`config.mk`:
```
export PLATFORM = sky130hd
export DESIGN_NAME = bmf_out
export DESIGN_NICKNAME = d
export VERILOG_FILES = /design/src/hw/rtl/box_mean_filter_rgb_defines.svh /design/src/hw/rtl/bmf_pkg.sv /design/src/hw/rtl/bmf_out.sv
export SDC_FILE = /design/constraint.sdc
export NUM_CORES = 1
export LEC_CHECK = 0
export BUFFER_PORTS_ARGS = -buffer_cell sky130_fd_sc_hd__buf_2
export CAP_MARGIN = 20
export CORE_MARGIN = 3
export CORE_UTILIZATION = 38
export DETAILED_ROUTE_END_ITERATION = 7
export GPL_TIMING_DRIVEN = 0
export PLACE_DENSITY = 0.81
export SETUP_SLACK_MARGIN = 0.4
export SLEW_MARGIN = 20
export SYNTH_ARGS = -nofsm -noshare
export SYNTH_HDL_FRONTEND = slang
export SYNTH_SLANG_ARGS = --single-unit
export TNS_END_PERCENT = 10
```
`constraint.sdc`:
```
create_clock -name clk -period 0.8 [get_ports clk]
set_clock_uncertainty 0.1 [all_clocks]
set_input_delay 0.12 -clock clk [delete_from_list [all_inputs] [get_ports clk]]
set_output_delay 0.12 -clock clk [all_outputs]
set_load 0.005 [all_outputs]
```
`src/hw/rtl/box_mean_filter_rgb_defines.svh`:
```
// Assertion macros for the box mean filter.
`ifndef BOX_MEAN_FILTER_RGB_DEFINES_SVH
`define BOX_MEAN_FILTER_RGB_DEFINES_SVH
`ifndef ASSERT_OFF
`define BMF_ASSERT_NOW(lbl, clk, rst_n, cond) \
    lbl: assert property (@(posedge clk) disable iff (!rst_n) (cond)) \
        else $error("box mean filter check failed");
`define BMF_ASSERT_NEXT(lbl, clk, rst_n, pre, post) \
    lbl: assert property (@(posedge clk) disable iff (!rst_n) (pre) |=> (post)) \
        else $error("box mean filter check failed");
`else
`define BMF_ASSERT_NOW(lbl, clk, rst_n, cond)
`define BMF_ASSERT_NEXT(lbl, clk, rst_n, pre, post)
`endif
`endif

```
`src/hw/rtl/bmf_pkg.sv`:
```
`default_nettype none
package bmf_pkg;
    localparam int MAX_WIDTH_DEF  = 512;
    localparam int MAX_RADIUS_DEF = 7;
    localparam int ROW_W          = 10;
    localparam int CFG_IDX_W      = 3;
    localparam int CFG_DATA_W     = 10;
    localparam int LANES          = 3;

    localparam logic [CFG_IDX_W-1:0] CFG_RADIUS = 3'd0;
    localparam logic [CFG_IDX_W-1:0] CFG_MODE   = 3'd1;
    localparam logic [CFG_IDX_W-1:0] CFG_WIDTH  = 3'd2;
    localparam logic [CFG_IDX_W-1:0] CFG_HEIGHT = 3'd3;

    localparam logic [1:0] MODE_HORIZ = 2'd1;
    localparam logic [1:0] MODE_VERT  = 2'd2;
    localparam logic       KIND_PIXEL = 1'b0;

    localparam logic [2:0]       RADIUS_RST = 3'd3;
    localparam logic [1:0]       MODE_RST   = 2'd0;
    localparam logic [ROW_W-1:0] WIDTH_RST  = 10'd512;
    localparam logic [ROW_W-1:0] HEIGHT_RST = 10'd512;

    typedef struct packed {
        logic clear;
        logic acc;
        logic start;
    } lane_ctrl_t;
endpackage
`default_nettype wire

```
`src/hw/rtl/bmf_out.sv`:
```
`default_nettype none
// Merges the lane quotients into one output beat and holds it until taken.
module bmf_out import bmf_pkg::*;
(
    input  wire logic                  clk,
    input  wire logic                  rst_n,
    input  wire logic                  load,
    input  wire logic [LANES-1:0][7:0] lane_q,
    input  wire logic                  last,
    input  wire logic                  out_stall,
    output logic                       out_valid,
    output logic [7:0]                 red_out,
    output logic [7:0]                 green_out,
    output logic [7:0]                 blue_out,
    output logic                       frame_end,
    output logic                       free
);
    logic       valid_reg;
    logic [7:0] r_reg, g_reg, b_reg;
    logic       last_reg;

    assign free = !valid_reg || !out_stall;

    always_ff @(posedge clk or negedge rst_n)
    begin
        if (!rst_n)
            valid_reg <= 1'b0;
        else if (load)
            valid_reg <= 1'b1;
        else if (!out_stall)
            valid_reg <= 1'b0;
    end

    always_ff @(posedge clk)
    begin
        if (load)
        begin
            r_reg    <= lane_q[0];
            g_reg    <= lane_q[1];
            b_reg    <= lane_q[2];
            last_reg <= last;
        end
    end

    assign out_valid = valid_reg;
    assign red_out   = r_reg;
    assign green_out = g_reg;
    assign blue_out  = b_reg;
    assign frame_end = last_reg;
endmodule
`default_nettype wire

```
==> impl_metrics.csv <==
group,metric,value,unit
status,outcome,"finished with violations",
status,violations,"negative hold slack, negative setup slack",
route,vias,493,
setup_path,crit_fanout,3,
global_route,antenna_found_initial,0,
cts,cts_root_buf,"clkbuf_4",
setup_path,critPathTopFamily,"flip-flops",
sta,layout_min_cycle_time,1100,ps
setup_path,required,580,ps
placement,gp_congestion,0.687,
global_route,grt_usage,13.0,%
die,fp.dieArea,2650,sq um
min_path,hold_class,"input pin to flip-flop",
cts,clk_latency,300,ps
placement,port_buffers,55,
setup_path,cp.buffers_inverters,1,
setup_path,startpoint_type,"flip-flop",
global_route,grt_pass1_vias,460,
cells_and_area,layout_commonest_cell,"buf_2",
global_route,grt_remaining_overflow,0,
logic_synthesis,synthDistinctLibCells,4,
logic_synthesis,synth-seq-area-share,98.6,%
logic_synthesis,syn_nets,57,
setup_path,arrival,880,ps
route,drt_iter0_markers,7,
setup_path,crit_chain,"nand2_1 -> buf_2",
pwr,p_leak,0.506,nW
route,antenna_left,0,
cells_and_area,area_delta_synth_final,45.8,%
die,die-width,51.5,um
sta,max_freq,908,MHz
cells_and_area,final_nets,119,
sta,setup_slack,-302,ps
global_route,grt_pass1_wl,2300,um
cells_and_area,layout_common_cells,"buf_2 (54), edfxtp_1 (25), clkbuf_4 (3)",
route,drc,0,
cells_and_area,seq_area,776,sq um
cells_and_area,multiInputGateArea,11.3,sq um
route,avgRoutedWirePerCell,14.6,um
logic_synthesis,ys_ff_latch,26,
route,first_pass_iters,4,
placement,dpl.cell_count,108,
logic_synthesis,syn_area_per_cell,28.1,sq um
cells_and_area,final_core_util,62.4,%
route,wl,1670,um
flow_run,maxCapViolations,0,
sta,rsz0062_at_grt,"true",
pwr,p_per_area,2080,nW/um^2
cts,htreeDepth,1,
sta,tightest_slew,187,ps
cts,cts.sinks,26,
placement,place_area,1090,sq um
cells_and_area,nFillCells,161,
sta,hold_viol,26,
die,num_rows,15,
pwr,total_power,2.39,mW
sta,hold_ws,-118,ps
cells_and_area,instances_no_fill,114,
setup_path,end_kind,"output port",
die,die_h,51.5,um
cts,cts_tree,"yes",
setup_path,slowest_stage,"dfrtp_1",
pwr,vdd_drop_max,0.00109,V
setup_path,max_stage_delay,410,ps
logic_synthesis,synth_area,787,sq um
cells_and_area,design_area,1150,sq um
sta,setup_tns,-6430,ps
die,start_util,42.8,%
route,vias_per_cell,4.32,
logic_synthesis,yosys_warnings,0,
cts,cts_inserted_buffers,3,
cells_and_area,final_layout_size_suffix_gt1_share,66.3,%
logic_synthesis,syn_inst,28,
sta,slew_headroom,87.5,%
die,core,1840,sq um
die,io_pins,56,
cells_and_area,diodes,0,
cts,hold_buffers,1,
cts,clk_pin_slew_worst_paths,120,ps
setup_path,crit_type,"flip-flop to output port",
sta,min_period_over_period,138,%
sta,drv_slew,0,
cts,cts.path.max_buffers,2,
global_route,grt_max_degree,27,
sta,setup_violations,28,
placement,dp_worst_setup_slack,-252,ps
-- layer usage --
layer	up-vias	wire [um]	global-route usage, %
li1	234	-	-
met1	230	479	12.0
met5	-	0	0
met2	23	1020	24.8
met4	0	76	10.9
met3	6	94	1.43
-- report_power, final --
part | switching, mW | leakage (nW) | internal (mW)
clock network | 0.336 | 0.0150 | 0.194
logic | 0.102 | 0.236 | 0.129
registers | 0.0230 | 0.255 | 1.61
-- what timing repair did --
action                                 CTS  global route
resized for setup                        3             0
pin swaps                                1             0
setup endpoints to repair               53            28
setup buffers                            1             0
endpoints found under the hold margin   27            26
-- flip-flops by register name, summed over array words and instances, names as in the netlist --
register,cells
frame_end,1
out_valid,1
red_out,8
blue_out,8
green_out,8
-- cells in the mapped netlist --
master     n  area [sq um]
a21o_1     1          7.51
dfrtp_1    1          25.0
edfxtp_1  25           751
nand2_1    1          3.75
-- cells by family (layout without fill, tap and decap cells) --
kind of cell,Yosys count,in the layout,synth area share [%]
buf+inv,0,61,0
simple gates,1,1,0.476
compound gates,1,1,0.954
flops,26,26,98.6
-- worst paths after layout --
kind,from,endpoint,slack (ps),cells past startpoint
worst max-delay path,out_valid,free,-300,2
worst min-delay path,lane_q[0],red_out[0],-120,1
worst max register to register,out_valid,out_valid,-90,2
worst min register to register,out_valid,out_valid,520,2
max in group asynchronous,rst_n,out_valid,480,2
min in group asynchronous,rst_n,out_valid,40,2
-- cell type report --
cell class              count  share of cell area [%]
flip-flops and latches     26                    67.6
repair buffers             57                    26.4
well taps                  25                    2.73
clock buffers               4                    2.29
multi-input cells           2                   0.981
Note: power is estimated with default switching activity, not from simulation.
