**config.mk**
```make
export PLATFORM = sky130hd
export DESIGN_NAME = bmf_lane
export DESIGN_NICKNAME = d
export VERILOG_FILES = /design/src/hw/rtl/box_mean_filter_rgb_defines.svh /design/src/hw/rtl/bmf_pkg.sv /design/src/hw/rtl/bmf_lane.sv
export SDC_FILE = /design/constraint.sdc
export NUM_CORES = 1
export LEC_CHECK = 0
export BUFFER_PORTS_ARGS = -buffer_cell sky130_fd_sc_hd__buf_2
export CAP_MARGIN = 10
export CORE_ASPECT_RATIO = 1.75
export CORE_MARGIN = 5
export CORE_UTILIZATION = 40
export CTS_CLUSTER_DIAMETER = 120
export DETAILED_ROUTE_END_ITERATION = 10
export PLACE_DENSITY = 0.57
export SLEW_MARGIN = 5
export SYNTH_ARGS = -nofsm -noshare
export SYNTH_HDL_FRONTEND = slang
export SYNTH_SLANG_ARGS = --single-unit
```
**constraint.sdc**
```tcl
create_clock -name clk -period 2.3 [get_ports clk]
set_input_delay 0.23 -clock clk [delete_from_list [all_inputs] [get_ports clk]]
set_output_delay 0.23 -clock clk [all_outputs]
set_load 0.02 [all_outputs]
```
**src/hw/rtl/box_mean_filter_rgb_defines.svh**
```systemverilog
// Assertion macros for the box mean filter.
`ifndef BOX_MEAN_FILTER_RGB_DEFINES_SVH
`define BOX_MEAN_FILTER_RGB_DEFINES_SVH
`ifndef ASSERT_OFF
`define BMF_ASSERT_NOW(lbl, clk, rst_n, cond) \
    lbl: assert property (@(posedge clk) disable iff (!rst_n) (cond)) \
        else $error("box mean filter check failed");
`define BMF_ASSERT_NEXT(lbl, clk, rst_n, pre, post) \
    lbl: assert property (@(posedge clk) disable iff (!rst_n) (pre) |=> (post)) \
        else $error("box mean filter check failed");
`else
`define BMF_ASSERT_NOW(lbl, clk, rst_n, cond)
`define BMF_ASSERT_NEXT(lbl, clk, rst_n, pre, post)
`endif
`endif

```
**src/hw/rtl/bmf_pkg.sv**
```systemverilog
`default_nettype none
package bmf_pkg;
    localparam int MAX_WIDTH_DEF  = 512;
    localparam int MAX_RADIUS_DEF = 7;
    localparam int ROW_W          = 10;
    localparam int CFG_IDX_W      = 3;
    localparam int CFG_DATA_W     = 10;
    localparam int LANES          = 3;

    localparam logic [CFG_IDX_W-1:0] CFG_RADIUS = 3'd0;
    localparam logic [CFG_IDX_W-1:0] CFG_MODE   = 3'd1;
    localparam logic [CFG_IDX_W-1:0] CFG_WIDTH  = 3'd2;
    localparam logic [CFG_IDX_W-1:0] CFG_HEIGHT = 3'd3;

    localparam logic [1:0] MODE_HORIZ = 2'd1;
    localparam logic [1:0] MODE_VERT  = 2'd2;
    localparam logic       KIND_PIXEL = 1'b0;

    localparam logic [2:0]       RADIUS_RST = 3'd3;
    localparam logic [1:0]       MODE_RST   = 2'd0;
    localparam logic [ROW_W-1:0] WIDTH_RST  = 10'd512;
    localparam logic [ROW_W-1:0] HEIGHT_RST = 10'd512;

    typedef struct packed {
        logic clear;
        logic acc;
        logic start;
    } lane_ctrl_t;
endpackage
`default_nettype wire

```
**src/hw/rtl/bmf_lane.sv**
```systemverilog
`default_nettype none
// One color channel: window accumulator followed by a restoring divider.
module bmf_lane import bmf_pkg::*;
#(
    parameter int SW = 18,
    parameter int CW = 8
)
(
    input  wire logic          clk,
    input  wire logic          rst_n,
    input  wire lane_ctrl_t    ctrl,
    input  wire logic [7:0]    sample,
    input  wire logic [CW-1:0] divisor,
    output logic [7:0]         quot,
    output logic               done
);
    localparam int KW = $clog2(SW + 1);

    logic [SW-1:0] acc_reg;
    logic [SW-1:0] q_reg;
    logic [CW-1:0] rem_reg;
    logic [KW-1:0] cnt_reg;
    logic          busy_reg;
    logic          done_reg;
    logic [CW:0]   rem_shift;
    logic          fits;

    assign rem_shift = {rem_reg, q_reg[SW-1]};
    assign fits      = rem_shift >= {1'b0, divisor};

    always_ff @(posedge clk or negedge rst_n)
    begin
        if (!rst_n)
        begin
            acc_reg  <= '0;
            q_reg    <= '0;
            rem_reg  <= '0;
            cnt_reg  <= '0;
            busy_reg <= 1'b0;
            done_reg <= 1'b0;
        end
        else
        begin
            done_reg <= 1'b0;
            if (ctrl.clear)
                acc_reg <= '0;
            else if (ctrl.acc)
                acc_reg <= acc_reg + SW'(sample);
            if (ctrl.start)
            begin
                q_reg    <= acc_reg;
                rem_reg  <= '0;
                cnt_reg  <= KW'(SW);
                busy_reg <= 1'b1;
            end
            else if (busy_reg)
            begin
                q_reg   <= {q_reg[SW-2:0], fits};
                rem_reg <= fits ? CW'(rem_shift - {1'b0, divisor}) : CW'(rem_shift);
                cnt_reg <= cnt_reg - 1'b1;
                if (cnt_reg == KW'(1))
                begin
                    busy_reg <= 1'b0;
                    done_reg <= 1'b1;
                end
            end
        end
    end

    assign quot = q_reg[7:0];
    assign done = done_reg;
endmodule
`default_nettype wire

```
==> out/results.env <==
SYN-NUM-NETS=374
YOSYS_MOST_USED_DFF='sky130_fd_sc_hd__dfrtp_1'
HOLD-WORST-SLACK_NS=0.0406
SYNTH.AVG_CELL_AREA_UM2=9.51
SYNTHADDERAREAFRAC_PCT=8.38
CORE_UTIL_FINAL_PCT=46.3
FINAL_SETUP_FAILS=0
POST_ROUTE_SKEW_NS=0.00639
CTS.PATH.MAX_BUFFERS=2
SYNTH.LARGEST_AREA_CELL='sky130_fd_sc_hd__dfrtp_1'
PLACEDCELLCOUNT=447
HTREEDEPTH=2
GRT_PASS1_VIAS=2481
CLOCK_SLEW_SEEN_BY_THE_REGISTERS_OF_THE_WORST_SETUP_AND_HOLD_PATHS_NS=0.07
SYNTH-ASYNC-RESET-RATIO_PCT=100
DRIVE_ABOVE_1_SHARE_PCT=19.2
POST_SYNTH_MOST_FREQUENT_CELLS='51 x sky130_fd_sc_hd__dfrtp_1, 35 x sky130_fd_sc_hd__nor2_1, 29 x sky130_fd_sc_hd__o21ai_0'
VIAS=2439
CORE.ROWCOUNT=43
POWER_PER_CELL_AREA_mW_PER_MM2=806
SYNTH_COMPOUND_GATE_AREA_SHARE_PCT=16.7
ANTENNA-DIODE-COUNT=0
DRT_FIRST_PASS_ITERS=4
LAYOUTNONFILLERINSTCOUNT=455
SYNTH-SEQ-AREA-SHARE_PCT=40.3
PLACE_HPWL_MM=4.90
HOLD_VIOLATIONS_FINAL=0
DRT.ANTENNA.VIOLATING_NETS=0
ROUTED_WIRELENGTH_MM=6.57
DESIGN.DIE.AREA_MM2=0.00986
YOSYSMOSTFREQUENTCELL='sky130_fd_sc_hd__dfrtp_1'
WORST-ENDPOINT-REQUIRED_NS=2.47
FLOORPLAN.INITIALDENSITY_PCT=40.3
MAPPEDNETLISTAREA_MM2=0.00317
YS_FF_LATCH=51
STARTPOINT_TYPE='flip-flop'
SYNTH_TOP_AREA_SHARE_PCT=40.3
GRT_SETUP_UNREPAIRED='yes'
DOMINANT_COMBINATIONAL_CELL_FAMILY_BY_AREA_AFTER_SYNTHESIS='compound AO/OA/AOI/OAI gates'
RUN_STATUS='completed'
CHIPWIDTH_UM=77.2
REG2REG_SETUP_SLACK_NS=0.09
GLOBALPLACE.CONGESTION=0.821
IR_DROP_uV=334
SYNTH-WARNING-COUNT=0
MAX_CAP_VIOLATIONS=0
TIMING_WORST_SLEW_PIN_VALUE_NS=0.641
ANTENNA_FOUND_INITIAL=0
FINALSETUPTNS_NS=0
TOTAL_DRC_ERRORS_IN_THE_ROUTED_LAYOUT=0
MULTIPLEXER_SHARE_OF_THE_SYNTHESIZED_AREA_PCT=7.31
LAYOUT.NETS=406
SYNTH_CELL_TYPE_COUNT=48
LAYOUT-AREA-OVERHEAD-VS-SYNTH_PCT=14.9
CTS_ROOT_BUF='sky130_fd_sc_hd__clkbuf_16'
FLOORPLAN.DIE.HEIGHT_UM=128
GRT.OVERFLOW.TOTAL=0
WORST_PATH_ARRIVAL_TIME_NS=2.38
YS_TOP_CELLS_BY_AREA='sky130_fd_sc_hd__dfrtp_1 40%, sky130_fd_sc_hd__ha_1 7.1%, sky130_fd_sc_hd__mux2i_1 7.0%'
GRT_START_MAX_NET_PINS=52
ROUTE.DETAILED.VIAS_PER_INST=5.36
CELL_COUNT_AFTER_SYNTHESIS=333
FINAL_PERIOD_MINUS_WORST_SETUP_SLACK_NS=2.21
FIRST_PASS_GRT_WIRE_LENGTH_MM=11.3
MAX_FREQ_MHz=453
GLOBALROUTETOTALUTIL_PCT=13.7
CLOCK_SINK_COUNT=51
FLOORPLAN.CORE_AREA_MM2=0.00786
CRITICAL_PATH.ENDPOINT_TYPE='flip-flop'
NFILLCELLS=771
POST_SYNTH_AND_OR_NAND_NOR_AREA_FRACTION_PCT=15.8
NORMALIZED_MAX_SLEW_MARGIN_PCT=57.2
POWER.LEAKAGE_uW=0.00180
PATH_CLASS='reg2reg'
SYNTH_EDF_COUNT=0
WORST_HOLD_PATH_TYPE='in2async'
NUMCTSBUFFERS=5
PORTBUFFERS=29
FINALCRITPERIODSHARE_PCT=95.9
CTS_TREE='yes'
CTS_HOLD_BUFFERS=0
FIRST_ITER_VIOLATIONS=80
CLOCK_INSERTION_DELAY_WORST_SKEW_NS=0.29
PATH_MAX_FANOUT=3
IO_PINS=30
ROUTE.DETAILED.WL_PER_INST_UM=14.4
FINAL_REPORT_MAX_SLEW_VIOLATION_COUNT=0
SYNTH_XOR_XNOR_AREA_SHARE_PCT=5.26
## metal layers
metal	vias to the layer above	track usage [%]	part of all wire [%]
met5	-	0	0
met4	0	5.06	1.8
li1	1223	-	-
met1	1179	15.9	42
met2	30	25.2	54
met3	7	1.76	2.4
## final timing paths
path / startpoint / to / cells past startpoint
worst max-delay path: acc_reg[0] / acc_reg[12] / 9
worst min-delay path: rst_n / rem_reg[4] / 2
worst max register to register: acc_reg[0] / acc_reg[12] / 9
worst min register to register: acc_reg[17] / q_reg[17] / 2
max in group asynchronous: rst_n / cnt_reg[1] / 2
min in group clk: ctrl[2] / acc_reg[7] / 4
## critical path, stage by stage, from the launching register on
cell,delay (ns)
sky130_fd_sc_hd__dfrtp_1,0.36
sky130_fd_sc_hd__ha_2,0.19
sky130_fd_sc_hd__inv_2,0.04
sky130_fd_sc_hd__fa_2,0.32
sky130_fd_sc_hd__and2b_1,0.21
sky130_fd_sc_hd__o31a_1,0.17
sky130_fd_sc_hd__o211ai_1,0.14
sky130_fd_sc_hd__a211oi_2,0.23
sky130_fd_sc_hd__nand3_1,0.12
sky130_fd_sc_hd__mux2_4,0.31
## timing repair
item                       CTS  global route
buffers inserted             0             1
resized for setup            1            13
setup endpoints to repair    1            10
pin swaps                    0             1
## cells by family after synthesis
group | Yosys count
AOI/OAI and AO/OA | 76
xor gates and xnor gates | 19
adders and majority gates | 20
buffers and inverters | 40
DFF | 51
muxes | 23
and+or+nand+nor | 104
## report_power, final
group          switching [uW]  internal [uW]
combinational             532            467
sequential               96.4           1010
clock                     324            507
total                     952           1980
## per-stage QoR
step | total power, uW | setup WS, ns | cell area (um2)
floorplan | 1890 | 0.0157 | 3170
global placement | 2090 | 0.0322 | 3420
detailed placement | 2110 | 0.00277 | 3420
CTS | 2950 | 0.0307 | 3590
global route | 3120 | -0.0836 | 3640
finish | 2930 | 0.0932 | 3640
## layout by cell type, fill, tap and decap left out, types with 2 or more instances in the layout
cell / n
sky130_fd_sc_hd__dfrtp_1: 51
sky130_fd_sc_hd__a2111oi_1: 2
sky130_fd_sc_hd__xnor2_1: 12
sky130_fd_sc_hd__a21oi_1: 6
sky130_fd_sc_hd__a21o_1: 4
sky130_fd_sc_hd__nand2b_1: 6
sky130_fd_sc_hd__ha_2: 2
sky130_fd_sc_hd__o21bai_1: 3
sky130_fd_sc_hd__nand3_1: 9
sky130_fd_sc_hd__nor3b_2: 2
sky130_fd_sc_hd__nor3_1: 7
sky130_fd_sc_hd__nand2_1: 27
sky130_fd_sc_hd__nor2b_1: 5
sky130_fd_sc_hd__or2_0: 2
sky130_fd_sc_hd__ha_1: 16
sky130_fd_sc_hd__a211oi_1: 10
sky130_fd_sc_hd__a211oi_2: 3
sky130_fd_sc_hd__clkbuf_16: 5
sky130_fd_sc_hd__o21ai_0: 29
sky130_fd_sc_hd__nor3b_1: 3
sky130_fd_sc_hd__inv_1: 16
sky130_fd_sc_hd__xor2_1: 7
sky130_fd_sc_hd__mux2i_1: 22
sky130_fd_sc_hd__a311oi_1: 2
sky130_fd_sc_hd__buf_4: 18
sky130_fd_sc_hd__nor2_1: 35
sky130_fd_sc_hd__o21a_1: 2
sky130_fd_sc_hd__buf_2: 29
sky130_fd_sc_hd__o31ai_1: 3
## layout make-up
| type | instances | area (um2) | share of cell area [%] |
|---|---|---|---|
| multi-input cells | 242 | 1740 | 47.8 |
| flip-flops and latches | 51 | 1280 | 35.1 |
| repair buffers | 47 | 280 | 7.70 |
| clock buffers | 5 | 125 | 3.44 |
| well taps | 90 | 113 | 3.09 |
| inverters | 18 | 67.6 | 1.86 |
| clock inverters | 2 | 37.5 | 1.03 |
No activity file was read; power rests on OpenSTA's default activity.
